`src/rtl/core/knps_pkg.sv`:
```
// shared types and constants of the k-nearest point selector
// used by knps_dist, knps_cell and k_nearest_point_selector; no dependencies
package knps_pkg;

    localparam int COORD_W = 16;
    localparam int ID_W    = 32;
    localparam int DIST_W  = 34;
    localparam int SQ_W    = 32;

    // configuration register indexes
    localparam logic CFG_QUERY_X = 1'b0;
    localparam logic CFG_QUERY_Y = 1'b1;

    // one kept neighbor
    typedef struct packed {
        logic [DIST_W-1:0] sq_dist;
        logic [ID_W-1:0]   id;
        logic              filled;
    } t_slot;

    localparam t_slot SLOT_EMPTY = '{sq_dist: {DIST_W{1'b1}}, id: '0, filled: 1'b0};

    // candidate point leaving the distance pipeline
    typedef struct packed {
        logic              valid;
        logic              last;
        logic [DIST_W-1:0] sq_dist;
        logic [ID_W-1:0]   id;
    } t_cand;

    // per-cycle command broadcast to every cell
    typedef struct packed {
        logic insert;
        logic shift;
    } t_cell_ctl;

    typedef enum logic [1:0] {
        ST_COLLECT,
        ST_DRAIN,
        ST_READ
    } t_state;

endpackage

```
`src/rtl/core/knps_dist.sv`:
```
// three-stage squared euclidean distance pipeline
// depends on knps_pkg
module knps_dist (
    input  logic                                i_clk,
    input  logic                                i_rst_n,
    input  logic                                i_valid,
    input  logic signed [knps_pkg::COORD_W-1:0] i_x,
    input  logic signed [knps_pkg::COORD_W-1:0] i_y,
    input  logic        [knps_pkg::ID_W-1:0]    i_id,
    input  logic                                i_last,
    input  logic signed [knps_pkg::COORD_W-1:0] i_query_x,
    input  logic signed [knps_pkg::COORD_W-1:0] i_query_y,
    output knps_pkg::t_cand                     o_cand
);

    localparam int DW = knps_pkg::COORD_W + 1;

    logic signed [DW-1:0]              r_dx, r_dy;
    logic [knps_pkg::ID_W-1:0]         r_id1, r_id2, r_id3;
    logic                              r_v1, r_v2, r_v3;
    logic                              r_l1, r_l2, r_l3;
    logic [knps_pkg::SQ_W-1:0]         r_sqx, r_sqy;
    logic [knps_pkg::DIST_W-1:0]       r_dist;
    logic [DW-1:0]                     n_ax, n_ay;

    // absolute differences, which fit in the coordinate width
    always_comb begin
        n_ax = r_dx[DW-1] ? DW'(-r_dx) : DW'(r_dx);
        n_ay = r_dy[DW-1] ? DW'(-r_dy) : DW'(r_dy);
    end

    // stage valid and marker bits
    always_ff @(posedge i_clk) begin
        if (!i_rst_n) begin
            r_v1 <= 1'b0;
            r_v2 <= 1'b0;
            r_v3 <= 1'b0;
        end else begin
            r_v1 <= i_valid;
            r_v2 <= r_v1;
            r_v3 <= r_v2;
        end
    end

    // payload stages: difference, square, sum
    always_ff @(posedge i_clk) begin
        r_dx   <= DW'(i_x) - DW'(i_query_x);
        r_dy   <= DW'(i_y) - DW'(i_query_y);
        r_id1  <= i_id;
        r_l1   <= i_last;
        r_sqx  <= n_ax[knps_pkg::COORD_W-1:0] * n_ax[knps_pkg::COORD_W-1:0];
        r_sqy  <= n_ay[knps_pkg::COORD_W-1:0] * n_ay[knps_pkg::COORD_W-1:0];
        r_id2  <= r_id1;
        r_l2   <= r_l1;
        r_dist <= knps_pkg::DIST_W'(r_sqx) + knps_pkg::DIST_W'(r_sqy);
        r_id3  <= r_id2;
        r_l3   <= r_l2;
    end

    assign o_cand = '{valid: r_v3, last: r_l3, sq_dist: r_dist, id: r_id3};

endmodule

```
`src/rtl/core/knps_cell.sv`:
```
// one slot of the sorted insertion chain
// depends on knps_pkg
module knps_cell (
    input  logic                 i_clk,
    input  logic                 i_rst_n,
    input  knps_pkg::t_cell_ctl  i_ctl,
    input  knps_pkg::t_cand      i_cand,
    input  knps_pkg::t_slot      i_left_slot,
    input  logic                 i_left_le,
    input  knps_pkg::t_slot      i_right_slot,
    output knps_pkg::t_slot      o_slot,
    output logic                 o_le
);

    logic [knps_pkg::DIST_W-1:0] r_sq_dist;
    logic [knps_pkg::ID_W-1:0]   r_id;
    logic                        r_filled;
    knps_pkg::t_slot             n_slot;

    assign o_slot = '{sq_dist: r_sq_dist, id: r_id, filled: r_filled};

    // this slot ranks at or ahead of the candidate; empty slots never do
    assign o_le = (r_sq_dist <= i_cand.sq_dist);

    // keep, take the candidate, take the left neighbor's slot, or on a shift take the right neighbor's slot
    always_comb begin
        n_slot = o_slot;
        if (i_ctl.shift) begin
            n_slot = i_right_slot;
        end else if (i_ctl.insert && !o_le) begin
            if (i_left_le) begin
                n_slot = '{sq_dist: i_cand.sq_dist, id: i_cand.id, filled: 1'b1};
            end else begin
                n_slot = i_left_slot;
            end
        end
    end

    always_ff @(posedge i_clk) begin
        if (!i_rst_n) begin
            r_sq_dist <= knps_pkg::SLOT_EMPTY.sq_dist;
            r_filled  <= 1'b0;
        end else begin
            r_sq_dist <= n_slot.sq_dist;
            r_filled  <= n_slot.filled;
        end
    end

    always_ff @(posedge i_clk) begin
        r_id <= n_slot.id;
    end

endmodule

```
`src/rtl/core/k_nearest_point_selector.sv`:
```
// k-nearest point selector top level: distance pipeline, cell chain, readout control
// depends on knps_pkg, knps_dist and knps_cell
//
// Keeps the NEIGHBOR_COUNT points nearest the query point, sorted by squared
// distance, earlier arrival first among equals; a point enters only when it is
// strictly closer than the worst kept slot. Points are taken one per cycle
// while collecting and pass a three-stage distance pipeline into a row of
// cells that all compare against the new distance and shift in the same cycle.
// A transfer with tlast set closes the search: input stalls while that point
// reaches the chain, then NEIGHBOR_COUNT results are shifted out of cell 0,
// one per output transfer, emptying the chain; the next point is taken once
// the last result has gone. Empty slots read out with id 0, distance all ones
// and tuser low. Configuration writes belong between searches.
module k_nearest_point_selector #(
    parameter int NEIGHBOR_COUNT = 8
) (
    input  logic        i_clk,
    input  logic        i_rst_n,
    // configuration write port
    input  logic        i_cfg_we,
    input  logic        i_cfg_addr,
    input  logic [15:0] i_cfg_wdata,
    // point stream
    input  logic        s_axis_tvalid,
    output logic        s_axis_tready,
    input  logic [63:0] s_axis_tdata,   // point_x[15:0], point_y[31:16], point_id[63:32]
    input  logic        s_axis_tlast,   // final_point
    // neighbor stream
    output logic        m_axis_tvalid,
    input  logic        m_axis_tready,
    output logic [71:0] m_axis_tdata,   // neighbor_id[31:0], neighbor_dist[65:32], zero[71:66]
    output logic        m_axis_tuser,   // neighbor_valid
    output logic        m_axis_tlast    // run_end
);

    localparam int CNT_W = (NEIGHBOR_COUNT > 1) ? $clog2(NEIGHBOR_COUNT) : 1;

    logic signed [knps_pkg::COORD_W-1:0] r_query_x, r_query_y;
    knps_pkg::t_state    r_state, n_state;
    logic [CNT_W-1:0]    r_cnt, n_cnt;
    knps_pkg::t_cand     s_cand;
    knps_pkg::t_cell_ctl s_ctl;
    knps_pkg::t_slot     s_slot [NEIGHBOR_COUNT];
    logic                s_le   [NEIGHBOR_COUNT];
    logic                s_in_xfer, s_out_xfer;

    // query registers
    always_ff @(posedge i_clk) begin
        if (!i_rst_n) begin
            r_query_x <= '0;
            r_query_y <= '0;
        end else if (i_cfg_we) begin
            unique case (i_cfg_addr)
                knps_pkg::CFG_QUERY_X: r_query_x <= i_cfg_wdata;
                knps_pkg::CFG_QUERY_Y: r_query_y <= i_cfg_wdata;
                default: ;
            endcase
        end
    end

    assign s_in_xfer  = s_axis_tvalid && s_axis_tready;
    assign s_out_xfer = m_axis_tvalid && m_axis_tready;

    knps_dist u_dist (
        .i_clk     (i_clk),
        .i_rst_n   (i_rst_n),
        .i_valid   (s_in_xfer),
        .i_x       (s_axis_tdata[15:0]),
        .i_y       (s_axis_tdata[31:16]),
        .i_id      (s_axis_tdata[63:32]),
        .i_last    (s_axis_tlast),
        .i_query_x (r_query_x),
        .i_query_y (r_query_y),
        .o_cand    (s_cand)
    );

    // insertion on every candidate, shift toward the output on every readout transfer
    assign s_ctl = '{insert: s_cand.valid, shift: s_out_xfer};

    // row of cells, cell 0 holds the nearest point
    for (genvar g = 0; g < NEIGHBOR_COUNT; g++) begin : g_cell
        knps_pkg::t_slot s_left_slot, s_right_slot;
        logic            s_left_le;

        if (g == 0) begin : g_head
            assign s_left_slot = knps_pkg::SLOT_EMPTY;
            assign s_left_le   = 1'b1;
        end else begin : g_body
            assign s_left_slot = s_slot[g-1];
            assign s_left_le   = s_le[g-1];
        end

        if (g == NEIGHBOR_COUNT - 1) begin : g_tail
            assign s_right_slot = knps_pkg::SLOT_EMPTY;
        end else begin : g_inner
            assign s_right_slot = s_slot[g+1];
        end

        knps_cell u_cell (
            .i_clk        (i_clk),
            .i_rst_n      (i_rst_n),
            .i_ctl        (s_ctl),
            .i_cand       (s_cand),
            .i_left_slot  (s_left_slot),
            .i_left_le    (s_left_le),
            .i_right_slot (s_right_slot),
            .o_slot       (s_slot[g]),
            .o_le         (s_le[g])
        );
    end

    // control state
    always_ff @(posedge i_clk) begin
        if (!i_rst_n) begin
            r_state <= knps_pkg::ST_COLLECT;
            r_cnt   <= '0;
        end else begin
            r_state <= n_state;
            r_cnt   <= n_cnt;
        end
    end

    // next state and handshake outputs
    always_comb begin
        n_state       = r_state;
        n_cnt         = r_cnt;
        s_axis_tready = 1'b0;
        m_axis_tvalid = 1'b0;
        unique case (r_state)
            knps_pkg::ST_COLLECT: begin
                s_axis_tready = 1'b1;
                if (s_axis_tvalid && s_axis_tlast) begin
                    n_state = knps_pkg::ST_DRAIN;
                end
            end
            knps_pkg::ST_DRAIN: begin
                if (s_cand.valid && s_cand.last) begin
                    n_state = knps_pkg::ST_READ;
                    n_cnt   = '0;
                end
            end
            knps_pkg::ST_READ: begin
                m_axis_tvalid = 1'b1;
                if (m_axis_tready) begin
                    n_cnt = r_cnt + 1'b1;
                    if (r_cnt == CNT_W'(NEIGHBOR_COUNT - 1)) begin
                        n_state = knps_pkg::ST_COLLECT;
                        n_cnt   = '0;
                    end
                end
            end
            default: begin
                n_state = knps_pkg::ST_COLLECT;
                n_cnt   = '0;
            end
        endcase
    end

    // result taken straight from the head cell
    assign m_axis_tdata = {6'b0, s_slot[0].sq_dist,
                           s_slot[0].filled ? s_slot[0].id : {knps_pkg::ID_W{1'b0}}};
    assign m_axis_tuser = s_slot[0].filled;
    assign m_axis_tlast = (r_cnt == CNT_W'(NEIGHBOR_COUNT - 1));

endmodule
```
`config.mk`:
```
export PLATFORM = sky130hd
export DESIGN_NAME = k_nearest_point_selector
export DESIGN_NICKNAME = d
export VERILOG_FILES = /design/src/rtl/core/knps_pkg.sv /design/src/rtl/core/knps_dist.sv /design/src/rtl/core/knps_cell.sv /design/src/rtl/core/k_nearest_point_selector.sv
export SDC_FILE = /design/constraint.sdc
export NUM_CORES = 2
export LEC_CHECK = 0
export BUFFER_PORTS_ARGS = -buffer_cell sky130_fd_sc_hd__buf_2
export CAP_MARGIN = 20
export CORE_ASPECT_RATIO = 2
export CORE_MARGIN = 2
export CORE_UTILIZATION = 55
export CTS_CLUSTER_DIAMETER = 200
export DETAILED_ROUTE_END_ITERATION = 8
export PLACE_DENSITY = 0.72
export SLEW_MARGIN = 20
export SYNTH_ARGS = -nofsm -noshare
export SYNTH_HDL_FRONTEND = slang
export SYNTH_SLANG_ARGS = --single-unit
```
`constraint.sdc`:
```
create_clock -name i_clk -period 9.2 [get_ports i_clk]
set_clock_uncertainty 0.1 [all_clocks]
set_input_delay 1.38 -clock i_clk [delete_from_list [all_inputs] [get_ports i_clk]]
set_output_delay 1.38 -clock i_clk [all_outputs]
set_load 0.01 [all_outputs]
```
Word-level counts from Yosys, hierarchy flattened
Cells that the tools add are included.
{"block": "classes", "n_addsub": 6, "mul": 2, "order_cmp": 8, "eq_ne": 7, "muxes": 35, "n_bitwise": 3, "reduce_logical": 33}
{"cell": "$mux W67", "count": 21}
{"cell": "$le A34 B34 Y1", "count": 8}
{"cell": "$mul A16 B16 Y32", "count": 2}
{"cell": "$sub A16 B16 Y17", "count": 2}
{"cell": "$add A32 B32 Y33", "count": 1}
{"cell": "$mux W16", "count": 2}
{"cell": "$mux W32", "count": 1}
{"cell": "$neg A16 Y16", "count": 2}
{"cell": "$reduce_bool A2 Y1", "count": 7}
{"cell": "$logic_and A1 B1 Y1", "count": 12}
{"cell": "$mux W3", "count": 3}
{"cell": "$pmux W3 S3", "count": 1}
{"cell": "$logic_not A1 Y1", "count": 8}
{"cell": "$mux W2", "count": 4}
{"cell": "$ne A2 B2 Y1 const B", "count": 4}
{"cell": "$pmux W2 S3", "count": 1}
{"cell": "$reduce_and A2 Y1", "count": 2}
{"cell": "$reduce_and A4 Y1", "count": 1}
{"cell": "$add A3 B1 Y3 const B", "count": 1}
{"cell": "$eq A3 B3 Y1 const B", "count": 1}
{"cell": "$not A1 Y1", "count": 3}
{"cell": "$reduce_and A3 Y1", "count": 1}
{"cell": "$eq A2 B1 Y1 const B", "count": 1}
{"cell": "$eq A2 B2 Y1 const B", "count": 1}
{"cell": "3 further kinds", "count": 4}
{"block": "totals", "regBits": 807, "wordCells": 136}

Longest topological paths before layout
{"block": "logic_depth", "ltp_word": 5, "ltp_mapped": 32, "mapped_depth_nobuf": 31}

By module
From an unflattened synthesis, not the netlist that was laid out.
{"block": "hier_totals", "hier_cells": 6800, "area_unflattened_um2": 61471.5}
{"mod": "knps_cell", "n_inst": 8, "cells_per_inst": 532, "area_each_um2": 4708.3, "seq_area_each_um2": 1661.6}
{"mod": "knps_dist", "n_inst": 1, "cells_per_inst": 2330, "area_each_um2": 22064.9, "seq_area_each_um2": 4624.4}
{"mod": "k_nearest_point_selector", "n_inst": 1, "cells_per_inst": 214, "area_each_um2": 1740.4, "seq_area_each_um2": 740.7}

Worst setup path after synthesis
OpenSTA, ideal clock, no wires.
{"block": "synth_path", "kind": "reg2reg", "from": "register u_dist.r_dx[0]", "to": "register u_dist.r_sqx[30] (netlist name)", "setup_ns": 0.122, "arrival_ns": 7.557, "required_ns": 8.978, "slack_ns": 1.421, "stages_incl_launch_ff": 32, "n_path_buf": 1, "path_cell_list": "dfxtp_1 > clkinv_1 > clkbuf_1 > ha_1 > nand2_1 > o41ai_1 > xor2_1 > clkinv_1 > nand2_1 > inv_1 > fa_1 > inv_1 > fa_1 > inv_1 > fa_1 > inv_1 > fa_1 > inv_1 > fa_1 > inv_1 > fa_1 > inv_1 > ha_1 > a21o_1 > a21oi_1 > o211ai_1 > nand3_1 > o21ai_1 > a21o_1 > a2111oi_4 > nor2_1 > a311o_1"}
{"block": "synth_between", "elab_chain_len": 3}
{"item": "start: declaration", "line": "knps_dist.sv:18", "source": "logic signed [DW-1:0] r_dx, r_dy;"}
{"item": "start signal: assignment", "line": "knps_dist.sv:47", "source": "r_dx <= DW'(i_x) - DW'(i_query_x);"}
{"item": "$neg A16 Y16", "line": "knps_dist.sv:28", "source": "n_ax = r_dx[DW-1] ? DW'(-r_dx) : DW'(r_dx);"}
{"item": "$mux W16 (*)", "line": "knps_dist.sv:28"}
{"item": "$mul A16 B16 Y32 (*)", "line": "knps_dist.sv:51", "source": "r_sqx <= n_ax[knps_pkg::COORD_W-1:0] * n_ax[knps_pkg::COORD_W-1:0];"}
{"item": "end signal: assignment", "line": "knps_dist.sv:51"}
{"item": "end: declaration", "line": "knps_dist.sv:22", "source": "logic [knps_pkg::SQ_W-1:0] r_sqx, r_sqy;"}
Mark *: on every way between the ends. The rest lies on a longest branch, timed or not.
A chain may end at the register's enable or synchronous reset.

Worst setup path in the final report
{"block": "layout_path", "from": "register u_dist.r_dx[3]", "to": "register u_dist.r_sqx[30] (netlist name)"}
Same word-level chain as after synthesis.

==> flow_results.org <==
** Outcome
- Run status :: finished clean

** Synthesis
- Total number of yosys warnings :: 0
- Register bit total from synthesis :: 804
- Most repeated cell in the gate-level netlist after synthesis :: sky130_fd_sc_hd__nand2_1
- Complex-gate fraction of the synthesized area :: 0.1514
- Multiplexer area fraction after synthesis :: 0.08224
- A synthesized cell averages 9.463 um2.
- Fraction of post-synthesis cell area in the top cell type by area :: 0.2063
- Post-synth top cells :: sky130_fd_sc_hd__nand2_1, sky130_fd_sc_hd__inv_1, sky130_fd_sc_hd__dfxtp_1
- Cells after synthesis :: 5949
- XOR/XNOR share of the synthesized area :: 0.02160
- Combinational family with the most area after synthesis :: adder cells
- In the synthesized netlist the dominant register cell turns out to be sky130_fd_sc_hd__dfxtp_1.
- Counting flops with a built-in enable in the synthesized netlist gives 224.
- Ys async rst share :: 0
- Cell accounting for the most synthesized area :: sky130_fd_sc_hd__dfxtp_1
- Adder-cell area share of the yosys netlist :: 0.2339
- The netlist uses 99 different library cells.
- Top cells by area, synth :: sky130_fd_sc_hd__dfxtp_1, sky130_fd_sc_hd__edfxtp_1, sky130_fd_sc_hd__fa_1
- In this run the cell area of the synthesized design comes to 56290 um2.
- Of the total synthesized cell area, the portion taken by AND, OR, NAND and NOR gates is 0.1117.
- Portion of the post-synthesis area used by sequential elements :: 0.3257

** Die
- For this configuration, the core starts out at a cell density of 0.5520.
- During I/O placement, the number of pins put on the boundary was 163.
- Horizontal die dimension :: 230.2 um
- After floorplanning, the core was divided into 166 placement rows.
- Vertical die dimension :: 456.4 um
- The die covers 105100 um2.
- The region available for standard cell placement spans 102000 um2.

** STA
- Unrepaired setup endpoints after global routing :: no
- Max transition margin :: 0.1235
- Tmin final :: 8.575 ns
- At the pin with the least slew margin, the transition time is 1.303 ns.
- Final Hold Vio Count :: 0
- Setup violations remaining at the end of the flow were counted as 0.
- Total Negative Setup Slacks :: 0 ns
- In the finished design, the share of the clock period the worst path needs comes to 0.9321.
- Fmax :: 0.1166 GHz
- The number of max-slew violations in the final report was 0.

** CTS
- TritonCTS buffer count :: 77
- For this design, the sink count on the clock tree is 804.
- After clock tree synthesis, the flow added hold-fix buffers numbering 0.
- Clock tree from TritonCTS :: built
- The longest clock path from root to sink contains 3 buffers.
- Resized Gates After CTS :: 0
- Clock insertion delay at the later pin of the skew report :: 0.72 ns
- H-tree lvl count :: 3
- Clock root buffer master :: sky130_fd_sc_hd__clkbuf_16
- After clock tree synthesis, the clock-pin slew on the worst setup and hold paths is 0.07 ns.
- Post-CTS repair timing setup buffer count :: 0

** Critical path
- Worst endpoint data arrival time :: 9.05 ns
- Path depth of the worst reg2reg path :: 27
- Startpoint-to-endpoint class of the critical path :: flip-flop to flip-flop
- Along the worst path, the maximum fanout reaches 9.
- Worst EP required :: 9.68 ns
- STA classifies the critical path startpoint as a flip-flop.
- The worst setup path is captured at a flip-flop.

** Final layout
- Compared with the post-synthesis result, the final layout area differs by 7.601%.
- Of the cells placed in the final design, the portion with a size suffix greater than 1 is 0.07786.
- After routing the design area is 60570 um2.
- In the final design database the tool counted 6850 nets.
- Once layout is complete, the cells apart from fillers number 7318.

** Placement
- Once detailed placement completed, the half-perimeter wirelength came to 119300 um.
- Number of buffer cells added on primary ports :: 156
- Including well taps, the total number of placed cells is 7173.
- At the end of routability-driven placement, the weighted congestion stood at 0.9677.
- Area of placed instances :: 57730 um2

** Min path
- The worst hold path was traced through 0 stages.
- Kind of path behind the tightest hold check :: flip-flop to flip-flop

** GRT
- The number of global-route vias before repair came to 46350.
- GRT Resource Usage Total :: 0.3179
- Entering global routing, the biggest net connects 242 pins.
- Antenna violations before repair :: 5
- Global-route wire length before repair :: 257800 um
- Global route total overflow :: 0

** Drt
- In this run the remaining antenna-violating nets after routing total 0.
- The final layout contains routed wiring with a total length of 167100 um.
- Initial detailed-routing violation count :: 2765
- First-pass iteration count of the detailed router :: 6
- Routed wirelength normalized by instance count :: 22.83 um
- The detailed router placed 44380 vias in this run.
- Number of remaining DRC errors :: 0
- Detail-routed via count per cell :: 6.065

** Job
- Max-cap violations in this run came to 0.
==> final timing paths <==
kind,startpoint,slack (ns),to
min reg2reg,u_dist.r_id2[7]$_DFF_P_,0.22,u_dist.r_id3[7]$_DFF_P_
max reg2reg,u_dist.r_dx[3]$_DFF_P_,0.62,u_dist.r_sqx[30]$_DFF_P_
min,u_dist.r_id2[7]$_DFF_P_,0.22,u_dist.r_id3[7]$_DFF_P_
max,u_dist.r_dx[3]$_DFF_P_,0.62,u_dist.r_sqx[30]$_DFF_P_
==> layer usage <==
| metal | vias to the layer above | wire, um | track usage |
|---|---|---|---|
| met3 | 683 | 9058 | 0.04989 |
| met4 | 4 | 16120 | 0.2702 |
| li1 | 20560 | - | - |
| met5 | - | 27 | 0 |
| met2 | 1630 | 85280 | 0.5711 |
| met1 | 21500 | 56600 | 0.3174 |
==> worst max-delay path: stages, from the launching register on <==
cell and delay, ns:
sky130_fd_sc_hd__dfxtp_1 0.33, sky130_fd_sc_hd__nor3_1 0.42, sky130_fd_sc_hd__nand3_1 0.23, sky130_fd_sc_hd__o21ai_0 0.24, sky130_fd_sc_hd__xor2_1 0.65, sky130_fd_sc_hd__clkinv_1 0.49, sky130_fd_sc_hd__nand2_1 0.23, sky130_fd_sc_hd__inv_1 0.08
sky130_fd_sc_hd__fa_1 0.53, sky130_fd_sc_hd__inv_1 0.05, sky130_fd_sc_hd__fa_1 0.52, sky130_fd_sc_hd__inv_1 0.05, sky130_fd_sc_hd__fa_1 0.52, sky130_fd_sc_hd__fa_1 0.44, sky130_fd_sc_hd__fa_1 0.54, sky130_fd_sc_hd__inv_1 0.05
sky130_fd_sc_hd__fa_1 0.52, sky130_fd_sc_hd__inv_1 0.04, sky130_fd_sc_hd__ha_1 0.38, sky130_fd_sc_hd__o21a_1 0.15, sky130_fd_sc_hd__o21ai_0 0.07, sky130_fd_sc_hd__a22oi_1 0.19, sky130_fd_sc_hd__nand3_1 0.11, sky130_fd_sc_hd__o21ai_1 0.55
sky130_fd_sc_hd__a21o_1 0.27, sky130_fd_sc_hd__a2111oi_4 0.08, sky130_fd_sc_hd__o211a_1 0.27, sky130_fd_sc_hd__a311o_1 0.33
==> layout make-up <==
cell class	count	area [um2]
flip-flops and latches	804	18340
clock inverters	35	535.5
repair buffers	234	1404
diodes	2	5.005
well taps	1344	1682
fillers	8824	41410
multi-input cells	4178	34010
inverters	613	2303
clock buffers	108	2300
==> flip-flops by register name (all words and copies together) (netlist names), 17 cells and up <==
register,count
g_cell.u_cell.r_id,256
g_cell.u_cell.r_sq_dist,272
u_dist.r_dist,33
u_dist.r_dx,17
u_dist.r_dy,17
u_dist.r_id1,32
u_dist.r_id2,32
u_dist.r_id3,32
u_dist.r_sqx,31
u_dist.r_sqy,31
==> cells by family (layout without fill, tap and decap cells) <==
group	count (synthesis)	after routing
DFF	804	804
buffers and inverters	972	990
other	1	8
adders and majority gates	855	855
and+or+nand+nor	1430	1430
muxes	462	462
xor gates and xnor gates	138	138
AOI/OAI and AO/OA	1287	1287
==> per-stage QoR <==
step	util	setup WS [ns]	hold WS, ns
after floorplan	-	1.421	0.2096
after global placement	0.5660	0.9362	0.2101
after detailed placement	0.5661	0.7421	0.2121
after CTS	0.5939	0.6932	0.2235
after global routing	0.5939	0.1381	0.2292
final	0.5940	0.6247	0.2193
==> layout by cell type, fill, tap and decap left out, drive strengths merged, types with 23 or more instances in the layout <==
cell type and n:
nand3 90, buf 234, a211oi 125, edfxtp 224, nand2 645, or3 49
dfxtp 580, nor3 80, o32ai 67, nand4 54, a211o 73, clkbuf 108
o21ai 303, mux2i 461, a21o 150, xnor2 90, clkinv 29, a21oi 359
o311ai 34, nor2 381, ha 526, o221a 34, and2 41, fa 329
xor2 48, nor2b 23, inv 608
Power is not shown: default switching activity piles up to over one toggle a cycle in this logic, so the estimate is an artifact.
